--- config.mk ---
export PLATFORM = sky130hd
export DESIGN_NAME = query_token_lexer_flat
export DESIGN_NICKNAME = d
export VERILOG_FILES = /design/src/qtl_pkg.sv /design/src/qtl_if.sv /design/src/query_token_lexer.sv /design/src/flat_wrapper.sv
export SDC_FILE = /design/constraint.sdc
export NUM_CORES = 1
export LEC_CHECK = 0
export BUFFER_PORTS_ARGS = -buffer_cell sky130_fd_sc_hd__buf_2
export CORE_ASPECT_RATIO = 1.4
export CORE_MARGIN = 4
export CORE_UTILIZATION = 55
export DETAILED_ROUTE_END_ITERATION = 8
export GPL_TIMING_DRIVEN = 1
export PLACE_DENSITY = 0.81
export RECOVER_POWER = 25
export SYNTH_ARGS = -nofsm -noshare
export SYNTH_HDL_FRONTEND = slang
export SYNTH_SLANG_ARGS = --single-unit
export TNS_END_PERCENT = 100
--- constraint.sdc ---
create_clock -name i_clk -period 5.75 [get_ports i_clk]
set_input_delay 1.15 -clock i_clk [delete_from_list [all_inputs] [get_ports i_clk]]
set_output_delay 1.15 -clock i_clk [all_outputs]
set_load 0.02 [all_outputs]
--- src/qtl_pkg.sv ---
// Package for the query token lexer: token kinds, lexer modes, constants.
`default_nettype none
package qtl_pkg;
    localparam int POSITION_BITS_DEF = 16;
    localparam int MAX_RESULTS = 3;

    typedef enum logic [4:0] {
        K_SPACE = 5'd0, K_STRING = 5'd1, K_OPEN = 5'd2, K_CLOSE = 5'd3, K_EQUALS = 5'd4,
        K_REGEX_EQ = 5'd5, K_ASSIGN = 5'd6, K_NOT = 5'd7, K_OR = 5'd8, K_BIT_OR = 5'd9,
        K_AND = 5'd10, K_BIT_AND = 5'd11, K_REGEXP = 5'd12, K_COMMA = 5'd13,
        K_CASE_FLAG = 5'd14, K_SIGNED = 5'd15, K_UNSIGNED = 5'd16, K_DECIMAL = 5'd17,
        K_KW_NULL = 5'd18, K_KW_QUERY = 5'd19, K_KW_CAT = 5'd20, K_KW_WHERE = 5'd21,
        K_KW_COLS = 5'd22, K_KW_VFILE = 5'd23, K_WORD = 5'd24, K_ILLEGAL = 5'd25,
        K_END = 5'd26
    } t_kind;

    typedef enum logic [3:0] {
        M_IDLE, M_SPACE, M_QUOTED, M_QCLOSE, M_OPER, M_IFLAG, M_MINUS,
        M_INT_S, M_INT_U, M_DOT_S, M_DOT_U, M_FRAC, M_IDENT
    } t_mode;

    typedef struct packed {
        logic [4:0]  token_kind;
        logic [15:0] token_start;
        logic [15:0] token_length;
        logic        empty_quoted;
        logic        last_of_run;
    } t_token;

    typedef struct packed {
        logic [7:0] text_byte;
        logic       final_byte;
    } t_text;

    function automatic logic is_digit(input logic [7:0] c);
        return c >= "0" && c <= "9";
    endfunction

    function automatic logic is_id(input logic [7:0] c);
        return c[7] || c == "$" || c == "_" || is_digit(c) ||
               (c >= "A" && c <= "Z") || (c >= "a" && c <= "z");
    endfunction

    // keyword character at a position, 0 where past the end
    function automatic logic [7:0] kw_char(input int k, input logic [2:0] p);
        logic [39:0] s;
        case (k)
            0: s = {"NULL", 8'd0};
            1: s = "QUERY";
            2: s = {"CAT", 16'd0};
            3: s = "WHERE";
            4: s = {"COLS", 8'd0};
            default: s = "vfile";
        endcase
        return s[8'(39 - 8 * int'(p)) -: 8];
    endfunction

    function automatic logic [2:0] kw_len(input int k);
        case (k)
            0, 4: return 3'd4;
            2: return 3'd3;
            default: return 3'd5;
        endcase
    endfunction
endpackage
`default_nettype wire

--- src/qtl_if.sv ---
// Valid/ready channel interface carrying one payload word.
`default_nettype none
interface qtl_if #(parameter type T = logic);
    logic valid;
    logic ready;
    T     data;
    modport source (output valid, output data, input ready);
    modport sink (input valid, input data, output ready);
endinterface
`default_nettype wire

--- src/query_token_lexer.sv ---
// Query token lexer: one text byte per cycle in when not stalled, up to three tokens out.
// Results of a byte are registered and appear in the cycle after it is accepted.
// Throughput: one byte per cycle while the output side takes each word at once;
// a byte giving several tokens holds input until its extra tokens have been taken.
// Reset: synchronous active-low i_rst_n returns the lexer to idle at position 0.
// A final byte flushes the pending token, sends the end token and resets the state.
`default_nettype none
module query_token_lexer import qtl_pkg::*; #(
    parameter int POSITION_BITS = POSITION_BITS_DEF
) (
    input  wire logic i_clk,
    input  wire logic i_rst_n,
    qtl_if.sink       i_text,
    qtl_if.source     o_token
);
    localparam int PB = POSITION_BITS;
    localparam logic [PB-1:0] PMAX = '1;

    t_mode         r_mode, n_mode;
    logic [7:0]    r_delim, n_delim, r_held, n_held;
    logic [PB-1:0] r_start, n_start, r_len, n_len, r_pos, n_pos;
    logic [5:0]    r_cand, n_cand;

    // result queue of up to three words
    t_token       r_q [MAX_RESULTS];
    logic [1:0]   r_cnt;
    t_token       n_res [MAX_RESULTS];
    logic [1:0]   n_num;

    logic [7:0] c;
    logic       fin, acc;
    assign c   = i_text.data.text_byte;
    assign fin = i_text.data.final_byte;
    assign i_text.ready = (r_cnt == 2'd0) || (r_cnt == 2'd1 && o_token.ready);
    assign acc = i_text.valid && i_text.ready;
    assign o_token.valid = r_cnt != 2'd0;
    assign o_token.data  = r_q[0];

    function automatic logic [PB-1:0] sinc(input logic [PB-1:0] v);
        return v == PMAX ? PMAX : v + 1'b1;
    endfunction

    function automatic logic [15:0] clip(input logic [PB-1:0] v);
        logic [PB+15:0] w;
        w = {16'd0, v};
        return w > (PB+16)'(16'hffff) ? 16'hffff : w[15:0];
    endfunction

    function automatic logic [5:0] kw_step(input logic [5:0] cand, input logic [7:0] ch,
                                           input logic [PB-1:0] p);
        logic [5:0] r;
        logic [7:0] cc;
        r = cand;
        for (int k = 0; k < 6; k++) begin
            cc = ch;
            if (k < 5 && ch >= "a" && ch <= "z") cc = ch - 8'h20;
            if (p >= PB'(kw_len(k))) r[k] = 1'b0;
            else if (cc != kw_char(k, p[2:0])) r[k] = 1'b0;
        end
        return r;
    endfunction

    always_comb begin
        logic done, is_sp;
        logic [PB-1:0] dot;
        t_kind kd;
        n_mode = r_mode; n_delim = r_delim; n_held = r_held;
        n_start = r_start; n_len = r_len; n_pos = r_pos; n_cand = r_cand;
        n_num = 2'd0;
        done = 1'b0;
        kd = K_WORD;
        for (int i = 0; i < MAX_RESULTS; i++) n_res[i] = '0;
        dot = (r_start > PMAX - r_len) ? PMAX : r_start + r_len;
        is_sp = c == " " || (c >= 8'd9 && c <= 8'd13);
        for (int k = 5; k >= 0; k--)
            if (r_cand[k] && r_len == PB'(kw_len(k))) kd = t_kind'(5'(18 + k));

        if (!fin) begin
            case (r_mode)
                M_SPACE: if (is_sp) begin n_len = sinc(r_len); done = 1'b1; end
                M_QUOTED: begin
                    if (c == r_delim) n_mode = M_QCLOSE;
                    n_len = sinc(r_len); done = 1'b1;
                end
                M_QCLOSE: if (c == r_delim) begin
                    n_mode = M_QUOTED; n_len = sinc(r_len); done = 1'b1;
                end
                M_OPER: begin
                    if (r_held == "=" && (c == "=" || c == "~")) begin
                        n_res[0] = '{c == "=" ? K_EQUALS : K_REGEX_EQ, clip(r_start), 16'd2,
                                    1'b0, 1'b0};
                        n_num = 2'd1; n_mode = M_IDLE; done = 1'b1;
                    end else if ((r_held == "|" || r_held == "&") && c == r_held) begin
                        n_res[0] = '{r_held == "|" ? K_OR : K_AND, clip(r_start), 16'd2,
                                    1'b0, 1'b0};
                        n_num = 2'd1; n_mode = M_IDLE; done = 1'b1;
                    end
                end
                M_IFLAG, M_IDENT: if (is_id(c)) begin
                    n_cand = kw_step(r_cand, c, r_len);
                    n_len = sinc(r_len); n_mode = M_IDENT; done = 1'b1;
                end
                M_MINUS: if (is_digit(c)) begin
                    n_len = sinc(r_len); n_mode = M_INT_S; done = 1'b1;
                end
                M_INT_S, M_INT_U: begin
                    if (is_digit(c)) begin n_len = sinc(r_len); done = 1'b1; end
                    else if (c == ".") begin
                        n_mode = r_mode == M_INT_S ? M_DOT_S : M_DOT_U; done = 1'b1;
                    end
                end
                M_DOT_S, M_DOT_U: if (is_digit(c)) begin
                    n_len = sinc(sinc(r_len)); n_mode = M_FRAC; done = 1'b1;
                end
                M_FRAC: if (is_digit(c)) begin n_len = sinc(r_len); done = 1'b1; end
                default: ;
            endcase
        end

        // flush of the pending token
        if (fin || !done) begin
            case (r_mode)
                M_SPACE: begin n_res[0] = '{K_SPACE, clip(r_start), clip(r_len), 1'b0, 1'b0};
                    n_num = 2'd1; end
                M_QUOTED, M_QCLOSE: begin
                    n_res[0] = '{r_delim == "/" ? K_REGEXP : K_STRING, clip(r_start),
                                clip(r_len),
                                r_len == (r_mode == M_QUOTED ? PB'(1) : PB'(2)), 1'b0};
                    n_num = 2'd1;
                end
                M_OPER: begin
                    n_res[0] = '{r_held == "|" ? K_BIT_OR : r_held == "&" ? K_BIT_AND
                                : K_ASSIGN, clip(r_start), 16'd1, 1'b0, 1'b0};
                    n_num = 2'd1;
                end
                M_IFLAG: begin n_res[0] = '{K_CASE_FLAG, clip(r_start), 16'd1, 1'b0, 1'b0};
                    n_num = 2'd1; end
                M_MINUS: begin n_res[0] = '{K_ILLEGAL, clip(r_start), 16'd1, 1'b0, 1'b0};
                    n_num = 2'd1; end
                M_INT_S: begin n_res[0] = '{K_SIGNED, clip(r_start), clip(r_len), 1'b0, 1'b0};
                    n_num = 2'd1; end
                M_INT_U: begin
                    n_res[0] = '{K_UNSIGNED, clip(r_start), clip(r_len), 1'b0, 1'b0};
                    n_num = 2'd1;
                end
                M_DOT_S, M_DOT_U: begin
                    n_res[0] = '{r_mode == M_DOT_S ? K_SIGNED : K_UNSIGNED, clip(r_start),
                                clip(r_len), 1'b0, 1'b0};
                    n_res[1] = '{K_ILLEGAL, clip(dot), 16'd1, 1'b0, 1'b0};
                    n_num = 2'd2;
                end
                M_FRAC: begin
                    n_res[0] = '{K_DECIMAL, clip(r_start), clip(r_len), 1'b0, 1'b0};
                    n_num = 2'd1;
                end
                M_IDENT: begin n_res[0] = '{kd, clip(r_start), clip(r_len), 1'b0, 1'b0};
                    n_num = 2'd1; end
                default: ;
            endcase
            n_mode = M_IDLE;
        end

        if (fin) begin
            n_res[n_num] = '{K_END, clip(r_pos), 16'd0, 1'b0, 1'b0};
            n_num = n_num + 2'd1;
            n_mode = M_IDLE; n_delim = '0; n_start = '0; n_len = '0; n_pos = '0;
            n_cand = '1; n_held = '0;
        end else begin
            if (!done) begin
                n_start = r_pos;
                n_len = PB'(1);
                if (c == " " || c == 8'd9 || c == 8'd10 || c == 8'd13) n_mode = M_SPACE;
                else if (c == "\"" || c == "'" || c == "/") begin
                    n_delim = c; n_mode = M_QUOTED;
                end else if (c == "(" || c == ")" || c == "!" || c == ",") begin
                    n_res[n_num] = '{c == "(" ? K_OPEN : c == ")" ? K_CLOSE
                                     : c == "!" ? K_NOT : K_COMMA,
                                     clip(r_pos), 16'd1, 1'b0, 1'b0};
                    n_num = n_num + 2'd1;
                end else if (c == "=" || c == "|" || c == "&") begin
                    n_held = c; n_mode = M_OPER;
                end else if (c == "i") begin
                    n_cand = kw_step(6'h3f, c, '0); n_mode = M_IFLAG;
                end else if (is_digit(c)) n_mode = M_INT_U;
                else if (c == "-") n_mode = M_MINUS;
                else if (is_id(c)) begin
                    n_cand = kw_step(6'h3f, c, '0); n_mode = M_IDENT;
                end else begin
                    n_res[n_num] = '{K_ILLEGAL, clip(r_pos), 16'd1, 1'b0, 1'b0};
                    n_num = n_num + 2'd1;
                end
            end
            n_pos = sinc(r_pos);
        end
        if (n_num != 2'd0) n_res[n_num - 2'd1].last_of_run = 1'b1;
    end

    always_ff @(posedge i_clk) begin
        if (!i_rst_n) begin
            r_mode <= M_IDLE; r_delim <= '0; r_held <= '0; r_start <= '0;
            r_len <= '0; r_pos <= '0; r_cand <= '1; r_cnt <= 2'd0;
        end else begin
            if (acc) begin
                r_mode <= n_mode; r_delim <= n_delim; r_held <= n_held;
                r_start <= n_start; r_len <= n_len; r_pos <= n_pos; r_cand <= n_cand;
                r_cnt <= n_num;
                r_q <= n_res;
            end else if (o_token.valid && o_token.ready) begin
                r_cnt <= r_cnt - 2'd1;
                r_q[0] <= r_q[1];
                r_q[1] <= r_q[2];
            end
        end
    end
endmodule
`default_nettype wire

--- src/flat_wrapper.sv ---
// flat-port wrapper written by rule: the top's interface ports become plain ports
module query_token_lexer_flat import qtl_pkg::*;
#(
    parameter int POSITION_BITS = POSITION_BITS_DEF
)
  (i_clk, i_rst_n, i_text_valid, i_text_data, i_text_ready, o_token_valid, o_token_data, o_token_ready);
  qtl_if #(.T(t_text)) i_text_i ();
  qtl_if #(.T(t_token)) o_token_i ();
  input  wire logic i_clk;
  input  wire logic i_rst_n;
  input wire logic [$bits(i_text_i.valid)-1:0] i_text_valid;
  input wire logic [$bits(i_text_i.data)-1:0] i_text_data;
  output wire logic [$bits(i_text_i.ready)-1:0] i_text_ready;
  output wire logic [$bits(o_token_i.valid)-1:0] o_token_valid;
  output wire logic [$bits(o_token_i.data)-1:0] o_token_data;
  input wire logic [$bits(o_token_i.ready)-1:0] o_token_ready;
  assign i_text_i.valid = i_text_valid;
  assign i_text_i.data = i_text_data;
  assign i_text_ready = i_text_i.ready;
  assign o_token_valid = o_token_i.valid;
  assign o_token_data = o_token_i.data;
  assign o_token_i.ready = o_token_ready;
  query_token_lexer #(.POSITION_BITS(POSITION_BITS)) u_core (.i_clk(i_clk), .i_rst_n(i_rst_n), .i_text(i_text_i), .o_token(o_token_i));
endmodule
==> reports/results.ini <==
[timing]
setup-tns-final_ns=0
hold_ws_ns=0.461
final.setup_skew_ns=0.0131
worst_pin_slew_ns=2.16
setup_violations=0
fin_crit_sh_pct=88.0
timing.final.hold_violations=0
finalMaxSlewViolations=84
period_minus_slack_ns=5.06
rsz0062_at_grt=false
max_slew_margin_pct=-44.2
timing.fmax_mhz=198

[die]
die_y_um=181
fp-row-count=63
fp.coreArea_um2=21100
die_area_um2=23800
io-pin-count=54
initial_utilization_pct=55.6
die_x_um=132

[setup_path]
cp_data_arrival_time_ns=5.13
critPathTopFamily=buffers and inverters
critical_path.n_buffers_inverters=4
crit_chain=clkbuf_1, inv_1, clkbuf_1, nor2_1, buf_4
setup.worst_path.start_class=input pin
crit_fanout=48
crit_type=in -> reg
worst_path_largest_cell_delay_ns=1.30
worst_path_max_delay_cell=nor2_1
required_ns=5.82
timing.critical_path.mode_cell=clkbuf_1
timing.critical_path.to_type=flop

[drt]
via_per_inst=6.78
avgRoutedWirePerCell_um=21.2
route.final.wire_length_um=34300
drt_pass1_iterations=6
route.vias.total=11000
final_routed_drc_violation_total=0
drt_first_iter_violations=1242
ant_nets=0

[logic_synthesis]
syn-instance-count=1393
synth.distinct_cells=97
ys_warn_count=0
synth-seq-area-share_pct=34.7
synth.avg_cell_area_um2=8.43
flops_latches_synth=161
synth_edf_count=85
dominantRegCellSynth=edfxtp_1
synthesis.area_um2=11700
syn-num-nets=1437
postSynth.asyncResetShare_pct=0

[cts]
postCtsResizedCells=0
clock_sinks=161
cts_hold_buffers=0
tritoncts.num_buffers=17
clock_path_buffers=2
clkLatencyLatePin_ns=0.44
cts_root_buffer_type=clkbuf_16
buffers_inserted_during_post_cts_setup_optimization=0
cts.reportedPaths.clkPinSlew_ns=0.07
tritoncts=done
clock_tree.htree_level_count=4

[outcome]
run_status=complete, but fails checks
failed_checks=capacitance limit, slew limit

[global_route]
grt_first_pass_wirelength_um=54600
grt_residual_overflow=0
global_route_total_usage_across_every_layer_pct=28.3
grt_antenna_before_repair=0
grt_pass1_vias=10400
grt_start_max_net_pins=49

[power]
power_switching_share_pct=34.6
static-leakage-power_nw=4.36
cellInternalPower_w=0.00226
share_comb_of_total_power_pct=25.9
power.density_cell_area_nw_per_um2=280
total_switching_power_w=0.00119
sequentialPowerShare_pct=40.5
power.clock.fraction_pct=33.7
vdd_drop_max_mv=0.183

[placed_design]
io_buffer_count=53
gpl.final_weighted_congestion=0.970
placed_cell_area_um2=11800
hpwl_um=24400

[final_layout]
drive_above_1_share_pct=8.60
finish.net_count=1392
finalCoreUtilization_pct=58.4
layout.cell_area.non_filler_um2=12300
diodes=0
flow.area_growth_from_synthesis_pct=5.06

[hold_path]
worst_hold_path_type=reg -> reg

[flow_run]
drv.max_cap_violation_count=2

-- synth_stat cells (18+ instances only) --
| library cell | n | area share (%) |
|---|---|---|
| nand2_1 | 136 | 4.3 |
| nor2_1 | 98 | 3.1 |
| o21ai_0 | 88 | 3.7 |
| edfxtp_1 | 85 | 22 |
| a21oi_1 | 81 | 3.5 |
| dfxtp_1 | 76 | 13 |
| clkbuf_1 | 68 | 2.2 |
| and2_1 | 50 | 2.7 |
| buf_4 | 41 | 2.6 |
| nor3_1 | 41 | 1.7 |
| nand3_1 | 40 | 1.7 |
| xnor2_1 | 38 | 2.8 |
| inv_1 | 34 | 1.1 |
| ha_1 | 30 | 3.2 |
| a221o_1 | 26 | 2.2 |
| a31oi_1 | 22 | 1.2 |
| nand4_1 | 22 | 1.2 |
| a22oi_1 | 21 | 1.3 |
| buf_2 | 19 | 0.81 |
| nand2b_1 | 18 | 0.96 |
| nor2b_1 | 18 | 0.96 |
| o21a_1 | 18 | 1.2 |
-- per-stage QoR --
stage,cells,setup WS (ns),power (W)
2_1_floorplan,1393,1.02,0.00211
3_3_place_gp,1589,0.639,0.00229
3_5_place_dp,1589,0.591,0.00231
4_1_cts,1621,1.03,0.00345
5_1_grt,1621,0.415,0.00359
6_report,1621,0.693,0.00345
-- kinds of logic after synthesis --
| family | Yosys count | share of synthesized area, % |
|---|---|---|
| xor gates and xnor gates | 55 | 4.10 |
| buffers and inverters | 177 | 7.31 |
| and+or+nand+nor | 531 | 23.6 |
| muxes | 14 | 1.20 |
| adders and majority gates | 31 | 3.37 |
| DFF | 161 | 34.7 |
| AOI/OAI and AO/OA | 424 | 25.8 |
-- flip-flops by register name, indices dropped and copies added (netlist names) --
| name | flops |
|---|---|
| u_core.o_token.data | 39 |
| u_core.r_cand | 6 |
| u_core.r_cnt | 2 |
| u_core.r_delim | 8 |
| u_core.r_held | 8 |
| u_core.r_len | 16 |
| u_core.r_mode | 4 |
| u_core.r_pos | 16 |
| u_core.r_q | 46 |
| u_core.r_start | 16 |
-- per-layer routing --
metal,vias to the layer above,track usage (%),routed length [um]
li1,5107,-,-
met1,5210,33.0,13100
met2,526,48.6,16900
met3,140,4.09,2110
met4,0,18.0,2190
met5,-,0,0
-- worst register-to-register path, delay by kind of cell (launching register included) --
kind	cells	cell delay, ns
compound gates	6	1.89
simple gates	5	1.58
flops	1	0.35
fa+ha+maj	1	0.29
buf+inv	1	0.14
-- cells in the final DEF, fill, tap and decap left out, drive strengths merged, types with 43 or more instances in the layout --
cell type / instances
dfxtp: 76
o21ai: 90
edfxtp: 85
a21oi: 83
clkbuf: 65
inv: 44
nor3: 43
and2: 51
nor2: 101
nand2: 136
-- final cells by class --
type / count / area, um^2
Fill cell: 1910 / 8780
Multi-Input combinational cell: 1055 / 6820
Sequential cell: 161 / 4070
Clock buffer: 21 / 493
Timing Repair Buffer: 79 / 400
Tap cell: 260 / 325
Inverter: 34 / 128
Clock inverter: 11 / 104
-- power by group through the flow --
stage	registers (W)	logic, W	clock network, W
6_report	0.00140	0.000893	0.00116
5_1_grt	0.00141	0.000970	0.00121
4_1_cts	0.00139	0.000893	0.00117
3_5_place_dp	0.00142	0.000889	0
3_3_place_gp	0.00142	0.000875	0
2_1_floorplan	0.00140	0.000712	0
-- path summary, 6_finish.rpt --
path	startpoint	to	slack, ns	cells after the start
setup / recovery	i_rst_n	u_core.o_token.data[11]$_SDFFCE_PN0P_	0.69	5
hold / removal	u_core.r_held[7]$_SDFFE_PN0P_	u_core.r_held[7]$_SDFFE_PN0P_	0.46	2
setup reg to reg	u_core.r_held[3]$_SDFFE_PN0P_	u_core.o_token.data[35]$_DFFE_PP_	1.20	13
hold reg to reg	u_core.r_held[7]$_SDFFE_PN0P_	u_core.r_held[7]$_SDFFE_PN0P_	0.46	2
Power figures use the tool's default switching activity.
